File: config.mk
export PLATFORM = sky130hd
export DESIGN_NAME = rsts_cell
export DESIGN_NICKNAME = d
export VERILOG_FILES = /design/src/sv/rsts_pkg.sv /design/src/sv/rsts_cell.sv
export SDC_FILE = /design/constraint.sdc
export NUM_CORES = 1
export LEC_CHECK = 0
export ABC_AREA = 1
export BUFFER_PORTS_ARGS = -buffer_cell sky130_fd_sc_hd__buf_2
export CAP_MARGIN = 20
export CORE_AREA = 2 2 127 129
export DETAILED_ROUTE_END_ITERATION = 7
export DIE_AREA = 0 0 129 131
export PLACE_DENSITY = 0.67
export SYNTH_ARGS = -nofsm -noshare
export SYNTH_HDL_FRONTEND = slang
export SYNTH_SLANG_ARGS = --single-unit
File: constraint.sdc
create_clock -name clock -period 7.6 [get_ports clock]
set_clock_uncertainty 0.1 [all_clocks]
set_input_delay 1.9 -clock clock [delete_from_list [all_inputs] [get_ports clock]]
set_output_delay 1.9 -clock clock [all_outputs]
set_load 0.02 [all_outputs]
File: src/sv/rsts_pkg.sv
// ----------------------------------------------------------------------------
// rsts_pkg: shared types for the two-key record sorter
// Item structs for both channels, the record held in each cell, the control
// word broadcast along the cell chain, and the operation and status codes.
// ----------------------------------------------------------------------------
package rsts_pkg;

   localparam logic OP_INSERT = 1'b0;
   localparam logic OP_POP    = 1'b1;

   localparam logic [1:0] ST_INSERTED = 2'd0;
   localparam logic [1:0] ST_DROPPED  = 2'd1;
   localparam logic [1:0] ST_POPPED   = 2'd2;
   localparam logic [1:0] ST_EMPTY    = 2'd3;

   typedef struct packed {
      logic               operation;
      logic signed [31:0] group_number;
      logic signed [31:0] sequence_req;
      logic        [15:0] payload_tag;
   } req_type;

   typedef struct packed {
      logic        [1:0]  status;
      logic signed [31:0] out_group;
      logic signed [31:0] out_sequence;
      logic        [15:0] out_payload;
   } rsp_type;

   typedef struct packed {
      logic signed [31:0] group;
      logic signed [31:0] sequence_num;
      logic        [15:0] tag;
   } record_type;

   typedef struct packed {
      logic insert;
      logic pop;
   } cell_ctrl_type;

endpackage

File: src/sv/rsts_cell.sv
// ----------------------------------------------------------------------------
// rsts_cell: one slot of the sorted chain
// Holds one record and its occupied bit. On insert it keeps its record, takes
// the new one, or takes its left neighbor's; on pop it takes its right
// neighbor's.
// ----------------------------------------------------------------------------
module rsts_cell (
   input  logic                   clock,
   input  logic                   reset,
   input  rsts_pkg::cell_ctrl_type ctrl,
   input  rsts_pkg::record_type   new_rec,
   input  rsts_pkg::record_type   prev_rec,
   input  logic                   prev_occ,
   input  logic                   prev_after,
   input  rsts_pkg::record_type   next_rec,
   input  logic                   next_occ,
   output rsts_pkg::record_type   rec,
   output logic                   occ,
   output logic                   after
);

   rsts_pkg::record_type rec_ff, rec_in;
   logic                 occ_ff, occ_in;
   logic                 key_gt;

   // stored key strictly greater than the new key: equal keys stay ahead
   assign key_gt = ($signed(rec_ff.group) > $signed(new_rec.group)) ||
                   ((rec_ff.group == new_rec.group) &&
                    ($signed(rec_ff.sequence_num) > $signed(new_rec.sequence_num)));
   assign after  = occ_ff && key_gt;

   always_comb begin
      rec_in = rec_ff;
      occ_in = occ_ff;
      if (ctrl.pop) begin
         rec_in = next_rec;
         occ_in = next_occ;
      end else if (ctrl.insert) begin
         if (prev_after) begin
            rec_in = prev_rec;
         end else if (after || (!occ_ff && prev_occ)) begin
            rec_in = new_rec;
         end
         occ_in = occ_ff | prev_occ;
      end
   end

   always_ff @(posedge clock) begin
      if (reset) begin
         occ_ff <= 1'b0;
      end else begin
         occ_ff <= occ_in;
      end
   end

   always_ff @(posedge clock) begin
      rec_ff <= rec_in;
   end

   assign rec = rec_ff;
   assign occ = occ_ff;

endmodule
; Word level (Yosys, flattened, before mapping)
; Index checks and enable logic that the tools add are counted.
[totals]
ff_bits = 81
output_inout_bits = 82
[op_classes]
order_cmp = 2
n_eq_ne = 1
n_mux = 6
bitwise = 1
n_reduce_logical = 9
[ops]
columns = operator, n
row1 = 80-bit 2-to-1 mux, 4
row2 = 32-bit > comparator, 2
row3 = 32-bit == test, 1
row4 = 1-bit logical AND, 3
row5 = 3-bit nonzero test, 1
row6 = 1-bit logical OR, 2
row7 = 1-bit 2-to-1 mux, 2
row8 = 2-bit AND reduction, 1
row9 = 2-bit nonzero test, 1
row10 = 1-bit zero test, 1
row11 = 1-bit OR, 1

; Longest topological paths before layout
; Gate-level depths: netlist (run 1).
[logic_depth]
depth_word = 9
depth_mapped = 19
ltp_nobuf = 19

; Least setup slack after synthesis (run 1)
; Ideal clock, no wire load.
[synth_timing]
kind = input to register
from = in new_rec[79] (netlist name)
to = reg rec_ff (netlist bit rec[0]) (enable)
arrival_time_ps = 5364
slack_ps = 1670
stages = 12
n_path_buf = 0
path_cell_list = inv_1 -> ha_1 -> nand2_2 -> nor2_2 -> nand2_2 -> nor4_4 -> nand2_2 -> a31oi_1 -> nand2_1 -> nand2_1 -> nand2_2 -> a21oi_2
[synth_via]
elab_chain_cells = 7
word_cells_on_any_way = 8
classes_between = order compare (1) / eq/ne (1) / reduce/logical (6)
[synth_lines]
columns = item, line
row1 = start: declaration, rsts_cell.sv:11  ; input rsts_pkg::record_type new_rec,
row2 = "parallel branches: the longest is 2 deep, another holds 32-bit > comparator", n/a
row3 = 1-bit logical OR *, rsts_cell.sv:27  ; assign key_gt = ($signed(rec_ff.group) > $signed(new_rec.group)) ||
row4 = 1-bit logical AND *, rsts_cell.sv:30  ; assign after = occ_ff && key_gt;
row5 = 1-bit logical OR *, rsts_cell.sv:41  ; end else if (after || (!occ_ff && prev_occ)) begin
row6 = 3-bit nonzero test (no source line) *, n/a
row7 = 2-bit AND reduction (no source line) *, n/a
row8 = end signal: assignment, rsts_cell.sv:57  ; rec_ff <= rec_in;
row9 = end: declaration, rsts_cell.sv:22  ; rsts_pkg::record_type rec_ff, rec_in;
; Mark *: on every way between the ends.
; A chain may end at the register's enable or synchronous reset.

; Final worst setup path (run 1)
[layout_timing]
from = in new_rec[37] (netlist name)
to = out after
[layout_via]
elab_chain_cells = 4
[layout_lines]
columns = item, line
row1 = 32-bit > comparator, rsts_cell.sv:29  ; ($signed(rec_ff.sequence_num) > $signed(new_rec.sequence_num)));
row2 = 1-bit logical AND, rsts_cell.sv:28  ; ((rec_ff.group == new_rec.group) &&
row3 = 1-bit logical OR, rsts_cell.sv:27
row4 = 1-bit logical AND, rsts_cell.sv:30
row5 = end: declaration, rsts_cell.sv:19  ; output logic after
; No other way between the ends.

==> tab_implementation.tex, run 1 <==
\begin{tabular}{lr}
\hline
Metric & Value \\
\hline
\multicolumn{2}{l}{\textbf{Final layout}} \\
\quad Net total in the final layout & 1354 \\
\quad Fraction of final layout cells with drive strength greater than 1 & 34.4\% \\
\quad Synthesis-to-finish area growth & 37.5\% \\
\quad Final instance area & 0.00793 mm\^{}2 \\
\quad Filler instances & 1592 \\
\quad Final antenna diode count & 0 \\
\multicolumn{2}{l}{\textbf{Synth}} \\
\quad Mean area per synthesized cell & 7.87 um\^{}2 \\
\quad Flops \& latches, synth & 81 \\
\quad EDFF count, synth & 80 \\
\quad Synth warn & 0 \\
\quad Cell count after synthesis & 733 \\
\quad Mapped Nets & 1044 \\
\quad Count of different cell masters after synthesis & 26 \\
\quad Predominant post-synthesis flop cell & sky130\_fd\_sc\_hd\_\_edfxtp\_1 \\
\quad Post-synthesis sequential area ratio & 42.0\% \\
\quad Area of the mapped netlist & 0.00577 mm\^{}2 \\
\quad Asr flop ratio synth & 0\% \\
\multicolumn{2}{l}{\textbf{Timing}} \\
\quad Worst Max-Slew Pin Slew & 1.06 ns \\
\quad Unrepaired setup endpoints after global routing & false \\
\quad Highest attainable clock frequency & 178 MHz \\
\quad Final number of max-transition violations & 0 \\
\quad Slew HR & 29.2\% \\
\quad Setup tns final & 0 ns \\
\quad Post-layout min period & 5.61 ns \\
\quad Final Hold Violating Endpoints & 0 \\
\quad Setup Viol. Count Final & 0 \\
\quad Final worst path period share & 73.8\% \\
\multicolumn{2}{l}{\textbf{Routing}} \\
\quad Pre-Repair DR Iteration Count & 4 \\
\quad Wirelength per Cell & 14.7 um \\
\quad Count of routing violations after the opening detailed-route iteration & 310 \\
\quad DRC violation count after routing & 0 \\
\quad Per-cell via count in the routed design & 4.82 \\
\quad Count of vias placed by the detailed router & 6095 \\
\quad Total Wirelength & 18.5 mm \\
\quad Post-detailed-route count of antenna-violating nets & 0 \\
\multicolumn{2}{l}{\textbf{Floorplanning}} \\
\quad Die Outline Area & 0.0169 mm\^{}2 \\
\quad Top-Level Pins & 329 \\
\quad DIE HEIGHT & 131 um \\
\quad Placement row count & 46 \\
\quad Chip width & 129 um \\
\quad Starting Density & 37.0\% \\
\quad Core Box Area & 0.0156 mm\^{}2 \\
\multicolumn{2}{l}{\textbf{Clock network}} \\
\quad Post-cts gate resize count & 0 \\
\quad \# H-tree levels & 3 \\
\quad Hold bufs inserted after CTS & 0 \\
\quad Clock-pin slew on the worst setup and hold paths & 0.06 ns \\
\quad Setup Buffers After CTS & 0 \\
\quad Number of buffers inserted during clock tree synthesis & 9 \\
\quad Number of buffers between clock root and the deepest sink & 2 \\
\quad CTS tree & done \\
\quad Skew-Pair Late Insertion Delay & 0.34 ns \\
\quad Library cell used as clock root buffer & sky130\_fd\_sc\_hd\_\_clkbuf\_16 \\
\quad Number of clock sinks seen by CTS & 81 \\
\multicolumn{2}{l}{\textbf{Power and ir drop}} \\
\quad Leakage & 4.10 nW \\
\quad Power share of the clock group & 33.5\% \\
\quad Internal Power & 1.03 mW \\
\quad Peak supply drop & 0.107 mV \\
\quad Switching Share & 30.3\% \\
\quad PnR Total Power & 1.48 mW \\
\quad Comb power frac & 27.6\% \\
\quad Power density relative to cell area & 186 mW/mm\^{}2 \\
\quad Switch Pwr & 446 uW \\
\quad Sequential group share of total power & 38.8\% \\
\multicolumn{2}{l}{\textbf{Critical path}} \\
\quad Crit path kind & primary input to output port \\
\quad Signal arrival time at the worst endpoint & 3.61 ns \\
\quad Startpoint kind of the worst setup timing path & primary input \\
\quad Crit-path max FO & 2 \\
\quad CP Capture Type & output port \\
\quad Required time at the endpoint of the critical path & 5.60 ns \\
\multicolumn{2}{l}{\textbf{Global route}} \\
\quad Largest net degree at the start of global routing & 83 \\
\quad Via count of the first global-routing pass & 5871 \\
\quad Antenna violations before repair & 1 \\
\quad Overall overflow remaining after global route & 0 \\
\quad First-pass GRT wire length & 28.2 mm \\
\quad Tot GR Track Use & 21.6\% \\
\multicolumn{2}{l}{\textbf{Placement}} \\
\quad DP Area & 0.00760 mm\^{}2 \\
\quad Routability congestion estimate from global placement & 0.866 \\
\quad I/O Buffers & 328 \\
\quad Detailed placement HPWL & 14.1 mm \\
\multicolumn{2}{l}{\textbf{Flow run}} \\
\quad Max-capacitance violation count & 0 \\
\multicolumn{2}{l}{\textbf{Run status}} \\
\quad Result of the run & complete, no violations \\
\multicolumn{2}{l}{\textbf{Min path}} \\
\quad Hold Path Class & register to register \\
\hline
\end{tabular}
[worst max-delay path: stages]
cell,delay (ns)
sky130_fd_sc_hd__buf_2,0.10
sky130_fd_sc_hd__inv_1,0.04
sky130_fd_sc_hd__ha_1,0.30
sky130_fd_sc_hd__a21oi_1,0.15
sky130_fd_sc_hd__nor2_1,0.05
sky130_fd_sc_hd__nor2_1,0.09
sky130_fd_sc_hd__nand3_1,0.09
sky130_fd_sc_hd__a21oi_1,0.24
sky130_fd_sc_hd__nand3_1,0.11
sky130_fd_sc_hd__nand2_1,0.07
sky130_fd_sc_hd__nand2_1,0.06
sky130_fd_sc_hd__nand2_1,0.10
sky130_fd_sc_hd__nand2_2,0.10
sky130_fd_sc_hd__inv_1,0.06
sky130_fd_sc_hd__buf_2,0.15
[registers in the layout, indices dropped and copies added (netlist names)]
name  count
rec      80
occ       1
[per-layer routing]
metal	GRT usage, %	vias up	part of all wire [%]
li1	-	3084	-
met1	24.2	2732	40
met5	0	-	0
met4	7.61	0	1.9
met2	39.8	252	51
met3	5.46	27	7.2
[Yosys cell counts, types with 2 or more instances]
| master | count | share of area [%] |
|---|---|---|
| sky130_fd_sc_hd__o21ai_0 | 5 | 0.43 |
| sky130_fd_sc_hd__nand2_2 | 4 | 0.43 |
| sky130_fd_sc_hd__o21a_1 | 3 | 0.39 |
| sky130_fd_sc_hd__inv_2 | 4 | 0.26 |
| sky130_fd_sc_hd__clkbuf_1 | 30 | 2.0 |
| sky130_fd_sc_hd__a21oi_1 | 189 | 16 |
| sky130_fd_sc_hd__nand4_1 | 3 | 0.33 |
| sky130_fd_sc_hd__nand2_1 | 149 | 9.7 |
| sky130_fd_sc_hd__nor2_1 | 98 | 6.4 |
| sky130_fd_sc_hd__inv_1 | 80 | 5.2 |
| sky130_fd_sc_hd__edfxtp_1 | 80 | 42 |
| sky130_fd_sc_hd__nand3_1 | 6 | 0.52 |
| sky130_fd_sc_hd__buf_1 | 4 | 0.26 |
| sky130_fd_sc_hd__nor3_1 | 2 | 0.17 |
| sky130_fd_sc_hd__ha_1 | 64 | 14 |
| sky130_fd_sc_hd__a21o_1 | 2 | 0.26 |
[path summary, 6_finish.rpt]
| check | startpoint | end | slack (ns) | cells past startpoint |
|---|---|---|---|---|
| worst max-delay path | new_rec[37] | after | 1.99 | 15 |
| worst min-delay path | occ | occ | 0.43 | 2 |
| worst max register to register | rec[47] | rec[29] | 4.36 | 14 |
| worst min register to register | occ | occ | 0.43 | 2 |
[stage by stage]
step	cells	util, %	setup WS [ns]	hold WS, ns
final	1264	50.9	1.99	0.430
after global placement	1248	48.7	1.95	0.421
after detailed placement	1248	48.7	1.93	0.421
after floorplan	733	-	1.67	0.487
after CTS	1264	50.9	1.93	0.431
after global routing	1264	50.9	1.71	0.468
[kinds of logic (layout without fill, tap and decap cells)]
group           Yosys count  in the layout  synth area share (%)
compound gates          205            205                  18.3
fa+ha+maj                64             64                  13.9
buf+inv                 118            433                  7.68
flops                    81             81                  42.0
simple gates            265            265                  18.2
[power by group through the flow]
| stage | Sequential (mW) | Combinational (mW) | Clock [mW] |
|---|---|---|---|
| final | 0.573 | 0.408 | 0.495 |
| after global routing | 0.579 | 0.461 | 0.521 |
| after CTS | 0.574 | 0.412 | 0.508 |
| after detailed placement | 0.583 | 0.410 | 0 |
| after global placement | 0.581 | 0.407 | 0 |
| after floorplan | 0.641 | 0.181 | 0 |
[layout by cell type (no fill, tap or decap)]
cell type | synthesis | layout
sky130_fd_sc_hd__o21a_2 | 1 | 1
sky130_fd_sc_hd__nand2_4 | 1 | 1
sky130_fd_sc_hd__a311oi_1 | 1 | 1
sky130_fd_sc_hd__a21o_1 | 2 | 2
sky130_fd_sc_hd__inv_2 | 4 | 4
sky130_fd_sc_hd__dfxtp_1 | 1 | 1
sky130_fd_sc_hd__clkbuf_1 | 30 | 1
sky130_fd_sc_hd__clkbuf_16 | 0 | 9
sky130_fd_sc_hd__nor2_2 | 1 | 1
sky130_fd_sc_hd__nand2_1 | 149 | 149
sky130_fd_sc_hd__buf_2 | 0 | 328
sky130_fd_sc_hd__nor4_4 | 1 | 1
sky130_fd_sc_hd__buf_4 | 0 | 5
sky130_fd_sc_hd__clkinv_1 | 0 | 1
sky130_fd_sc_hd__o21ai_0 | 5 | 5
sky130_fd_sc_hd__a21oi_4 | 0 | 1
sky130_fd_sc_hd__nand3_1 | 6 | 6
sky130_fd_sc_hd__nor3_1 | 2 | 2
sky130_fd_sc_hd__a211oi_1 | 1 | 1
sky130_fd_sc_hd__ha_1 | 64 | 64
sky130_fd_sc_hd__nand4_1 | 3 | 3
sky130_fd_sc_hd__o21ai_1 | 1 | 1
sky130_fd_sc_hd__edfxtp_1 | 80 | 80
sky130_fd_sc_hd__bufinv_16 | 0 | 3
sky130_fd_sc_hd__a31oi_1 | 1 | 1
sky130_fd_sc_hd__clkinvlp_4 | 0 | 1
sky130_fd_sc_hd__a21oi_1 | 189 | 189
sky130_fd_sc_hd__inv_1 | 80 | 80
sky130_fd_sc_hd__clkinv_2 | 0 | 1
sky130_fd_sc_hd__nand2_2 | 4 | 4
sky130_fd_sc_hd__nor2_1 | 98 | 98
sky130_fd_sc_hd__o21a_1 | 3 | 3
[layout make-up]
| type | instances | area (um^2) | share of cell area (%) |
|---|---|---|---|
| clock inverters | 6 | 106 | 1.34 |
| clock buffers | 10 | 229 | 2.89 |
| multi-input cells | 534 | 2910 | 36.7 |
| repair buffers | 333 | 1680 | 21.2 |
| flip-flops and latches | 81 | 2420 | 30.5 |
| well taps | 216 | 270 | 3.41 |
| inverters | 84 | 315 | 3.97 |
Power figures use the tool's default switching activity.
==> inputs of run 2 (changes only) <==
CORE_AREA = 2 2 129 131   (was 2 2 127 129)
DIE_AREA = 0 0 131 133   (was 0 0 129 131)
PLACE_DENSITY = 0.68   (was 0.67)
clock period = 4.9 ns   (was 7.6 ns; I/O delays follow)
==> tab_implementation.tex, run 2 (synthesis results as in run 1) <==
\begin{tabular}{lr}
\hline
Metric & Value \\
\hline
\multicolumn{2}{l}{\textbf{Run status}} \\
\quad Result of the run & complete, no violations \\
\multicolumn{2}{l}{\textbf{Global route}} \\
\quad First-pass GRT wire length & 28.7 mm (+1.8\%) \\
\quad Tot GR Track Use & 21.5\% (-0.12 points) \\
\quad Overall overflow remaining after global route & 0 (unchanged) \\
\quad Antenna violations before repair & 2 (+1) \\
\quad Via count of the first global-routing pass & 5991 (+2.0\%) \\
\quad Largest net degree at the start of global routing & 64 (-23\%) \\
\multicolumn{2}{l}{\textbf{Power and ir drop}} \\
\quad Sequential group share of total power & 40.3\% (+1.5 points) \\
\quad Peak supply drop & 0.144 mV (+35\%) \\
\quad Power density relative to cell area & 278 mW/mm\^{}2 (+49\%) \\
\quad PnR Total Power & 2.21 mW (+50\%) \\
\quad Power share of the clock group & 30.9\% (-2.6 points) \\
\quad Switching Share & 32.2\% (+1.9 points) \\
\quad Leakage & 4.10 nW (about the same) \\
\quad Internal Power & 1.50 mW (+45\%) \\
\quad Switch Pwr & 710 uW (+59\%) \\
\quad Comb power frac & 28.8\% (+1.2 points) \\
\multicolumn{2}{l}{\textbf{Min path}} \\
\quad Hold Path Sink & occ \\
\quad HP Start & occ \\
\quad Worst hold path cell count & 2 (unchanged) \\
\quad Hold Path Class & register to register \\
\multicolumn{2}{l}{\textbf{Critical path}} \\
\quad R2r setup slk & 1.97 ns (-2.39 ns) \\
\quad Required time at the endpoint of the critical path & 3.58 ns (-2.02 ns) \\
\quad Signal arrival time at the worst endpoint & 3.05 ns (-0.56 ns) \\
\quad FF-to-FF Start & rec[75] \\
\quad Crit path kind & primary input to output port \\
\quad Endpoint of the worst register-to-register path & rec[28] \\
\quad Length in cells of the worst reg-to-reg path & 12 (-2) \\
\quad Startpoint kind of the worst setup timing path & primary input \\
\quad CP Capture Type & output port \\
\quad Crit-path max FO & 4 (+2) \\
\multicolumn{2}{l}{\textbf{Floorplanning}} \\
\quad Die Outline Area & 0.0174 mm\^{}2 (+3.1\%) \\
\quad Core Box Area & 0.0162 mm\^{}2 (+3.7\%) \\
\quad DIE HEIGHT & 133 um (+1.5\%) \\
\quad Chip width & 131 um (+1.6\%) \\
\quad Placement row count & 47 (+2.2\%) \\
\quad Top-Level Pins & 329 (unchanged) \\
\quad Starting Density & 35.7\% (-1.3 points) \\
\multicolumn{2}{l}{\textbf{Final layout}} \\
\quad Final core occ & 49.1\% (-1.7 points) \\
\quad Fraction of final layout cells with drive strength greater than 1 & 34.6\% (+0.22 points) \\
\quad Leading cell types in the layout, fill and taps excluded & sky130\_fd\_sc\_hd\_\_buf\_2, sky130\_fd\_sc\_hd\_\_a21oi\_1, sky130\_fd\_sc\_hd\_\_nand2\_1, sky130\_fd\_sc\_hd\_\_nor2\_1 \\
\quad Most common cell after layout, fill and taps aside & sky130\_fd\_sc\_hd\_\_buf\_2 \\
\quad Max FFs per register & 80 (unchanged) \\
\quad Filler instances & 1601 (+0.57\%) \\
\quad Post-route insts no fill & 1272 (+0.63\%) \\
\quad Final instance area & 0.00795 mm\^{}2 (+0.14\%) \\
\quad Synthesis-to-finish area growth & 37.7\% \\
\quad Net total in the final layout & 1356 (+0.15\%) \\
\multicolumn{2}{l}{\textbf{Clock network}} \\
\quad Post-cts gate resize count & 0 (unchanged) \\
\quad Skew-Pair Late Insertion Delay & 0.35 ns (about the same) \\
\quad Number of buffers inserted during clock tree synthesis & 9 (unchanged) \\
\quad \# H-tree levels & 3 (unchanged) \\
\quad Number of clock sinks seen by CTS & 81 (unchanged) \\
\quad Clock-pin slew on the worst setup and hold paths & 0.06 ns (about the same) \\
\quad CTS tree & done \\
\quad Number of buffers between clock root and the deepest sink & 2 (unchanged) \\
\quad Library cell used as clock root buffer & sky130\_fd\_sc\_hd\_\_clkbuf\_16 \\
\quad Setup Buffers After CTS & 0 (unchanged) \\
\quad Hold bufs inserted after CTS & 0 (unchanged) \\
\multicolumn{2}{l}{\textbf{Routing}} \\
\quad Wirelength per Cell & 15.0 um (+2.3\%) \\
\quad Total Wirelength & 19.1 mm (+2.9\%) \\
\quad Count of vias placed by the detailed router & 6128 (+0.54\%) \\
\quad Per-cell via count in the routed design & 4.82 (about the same) \\
\quad DRC violation count after routing & 0 (unchanged) \\
\quad Count of routing violations after the opening detailed-route iteration & 227 (-27\%) \\
\quad Pre-Repair DR Iteration Count & 5 (+1) \\
\quad Post-detailed-route count of antenna-violating nets & 0 (unchanged) \\
\multicolumn{2}{l}{\textbf{Timing}} \\
\quad Worst Max-Slew Pin Slew & 0.725 ns (-0.336 ns) \\
\quad Slew HR & 51.6\% (+22 points) \\
\quad Setup tns final & 0 ns (unchanged) \\
\quad Post-layout min period & 4.37 ns \\
\quad Highest attainable clock frequency & 229 MHz \\
\quad Final worst path period share & 89.3\% \\
\quad Final number of max-transition violations & 0 (unchanged) \\
\quad Final Hold Violating Endpoints & 0 (unchanged) \\
\quad Unrepaired setup endpoints after global routing & false \\
\quad Setup Viol. Count Final & 0 (unchanged) \\
\multicolumn{2}{l}{\textbf{Placement}} \\
\quad Detailed placement HPWL & 14.8 mm (+4.5\%) \\
\quad DP Area & 0.00764 mm\^{}2 (+0.59\%) \\
\quad Number of cells after detailed placement & 1254 (+0.48\%) \\
\quad I/O Buffers & 328 (unchanged) \\
\quad Routability congestion estimate from global placement & 0.798 (-7.8\%) \\
\multicolumn{2}{l}{\textbf{Flow run}} \\
\quad Max-capacitance violation count & 0 (unchanged) \\
\hline
\end{tabular}
## run 2: worst max-delay path: stages
cell                      delay [ns]
sky130_fd_sc_hd__buf_2          0.12
sky130_fd_sc_hd__inv_1          0.05
sky130_fd_sc_hd__ha_1           0.34
sky130_fd_sc_hd__nand2_2        0.08
sky130_fd_sc_hd__nor2_2         0.13
sky130_fd_sc_hd__nand2_2        0.08
sky130_fd_sc_hd__nor4_4         0.19
sky130_fd_sc_hd__nand2_2        0.12
sky130_fd_sc_hd__a31oi_1        0.17
sky130_fd_sc_hd__nand2_1        0.14
sky130_fd_sc_hd__nand2_1        0.13
sky130_fd_sc_hd__nand2_2        0.08
sky130_fd_sc_hd__inv_1          0.05
sky130_fd_sc_hd__buf_2          0.15
## run 2: metal layers
layer / up-vias / global-route usage, % / part of all wire, % / routed length [um]
li1: 3095 / - / - / -
met1: 2760 / 24.0 / 40 / 7720
met2: 248 / 39.1 / 50 / 9520
met3: 25 / 4.61 / 7.3 / 1390
met4: 0 / 8.45 / 2.3 / 446
met5: - / 0 / 0 / 0
## run 2: layout make-up
type,count,area (um^2),share of cell area [%]
inverters,84,315,3.97
clock inverters,7,71.3,0.898
multi-input cells,534,2910,36.6
clock buffers,9,225,2.83
diodes,2,5.00,0.0630
repair buffers,335,1720,21.6
flip-flops and latches,81,2420,30.5
well taps,220,275,3.46
## run 2: power groups by stage
stage                     combinational [mW]  clock [mW]  sequential [mW]
final                                  0.635       0.682            0.890
after global routing                   0.714       0.724            0.899
after CTS                              0.643       0.699            0.891
after detailed placement               0.639           0            0.906
after global placement                 0.634           0            0.902
after floorplan                        0.281           0            0.992
## run 2: worst max-delay path by stage
stage / startpoint / endpoint / slack, ns / cells past startpoint
floorplan: new_rec[79] / rec[0] / 0.62 / 12
CTS: new_rec[79] / after / 0.50 / 14
finish: new_rec[79] / after / 0.53 / 14
global placement: new_rec[79] / after / 0.51 / 14
global route: new_rec[79] / after / 0.28 / 14
detailed placement: new_rec[79] / after / 0.50 / 14
## run 2: metrics by stage
stage               setup slack, ns  hold slack (ns)
global route                  0.285            0.477
finish                        0.526            0.442
detailed placement            0.501            0.434
floorplan                     0.616            0.487
CTS                           0.499            0.447
global placement              0.509            0.414
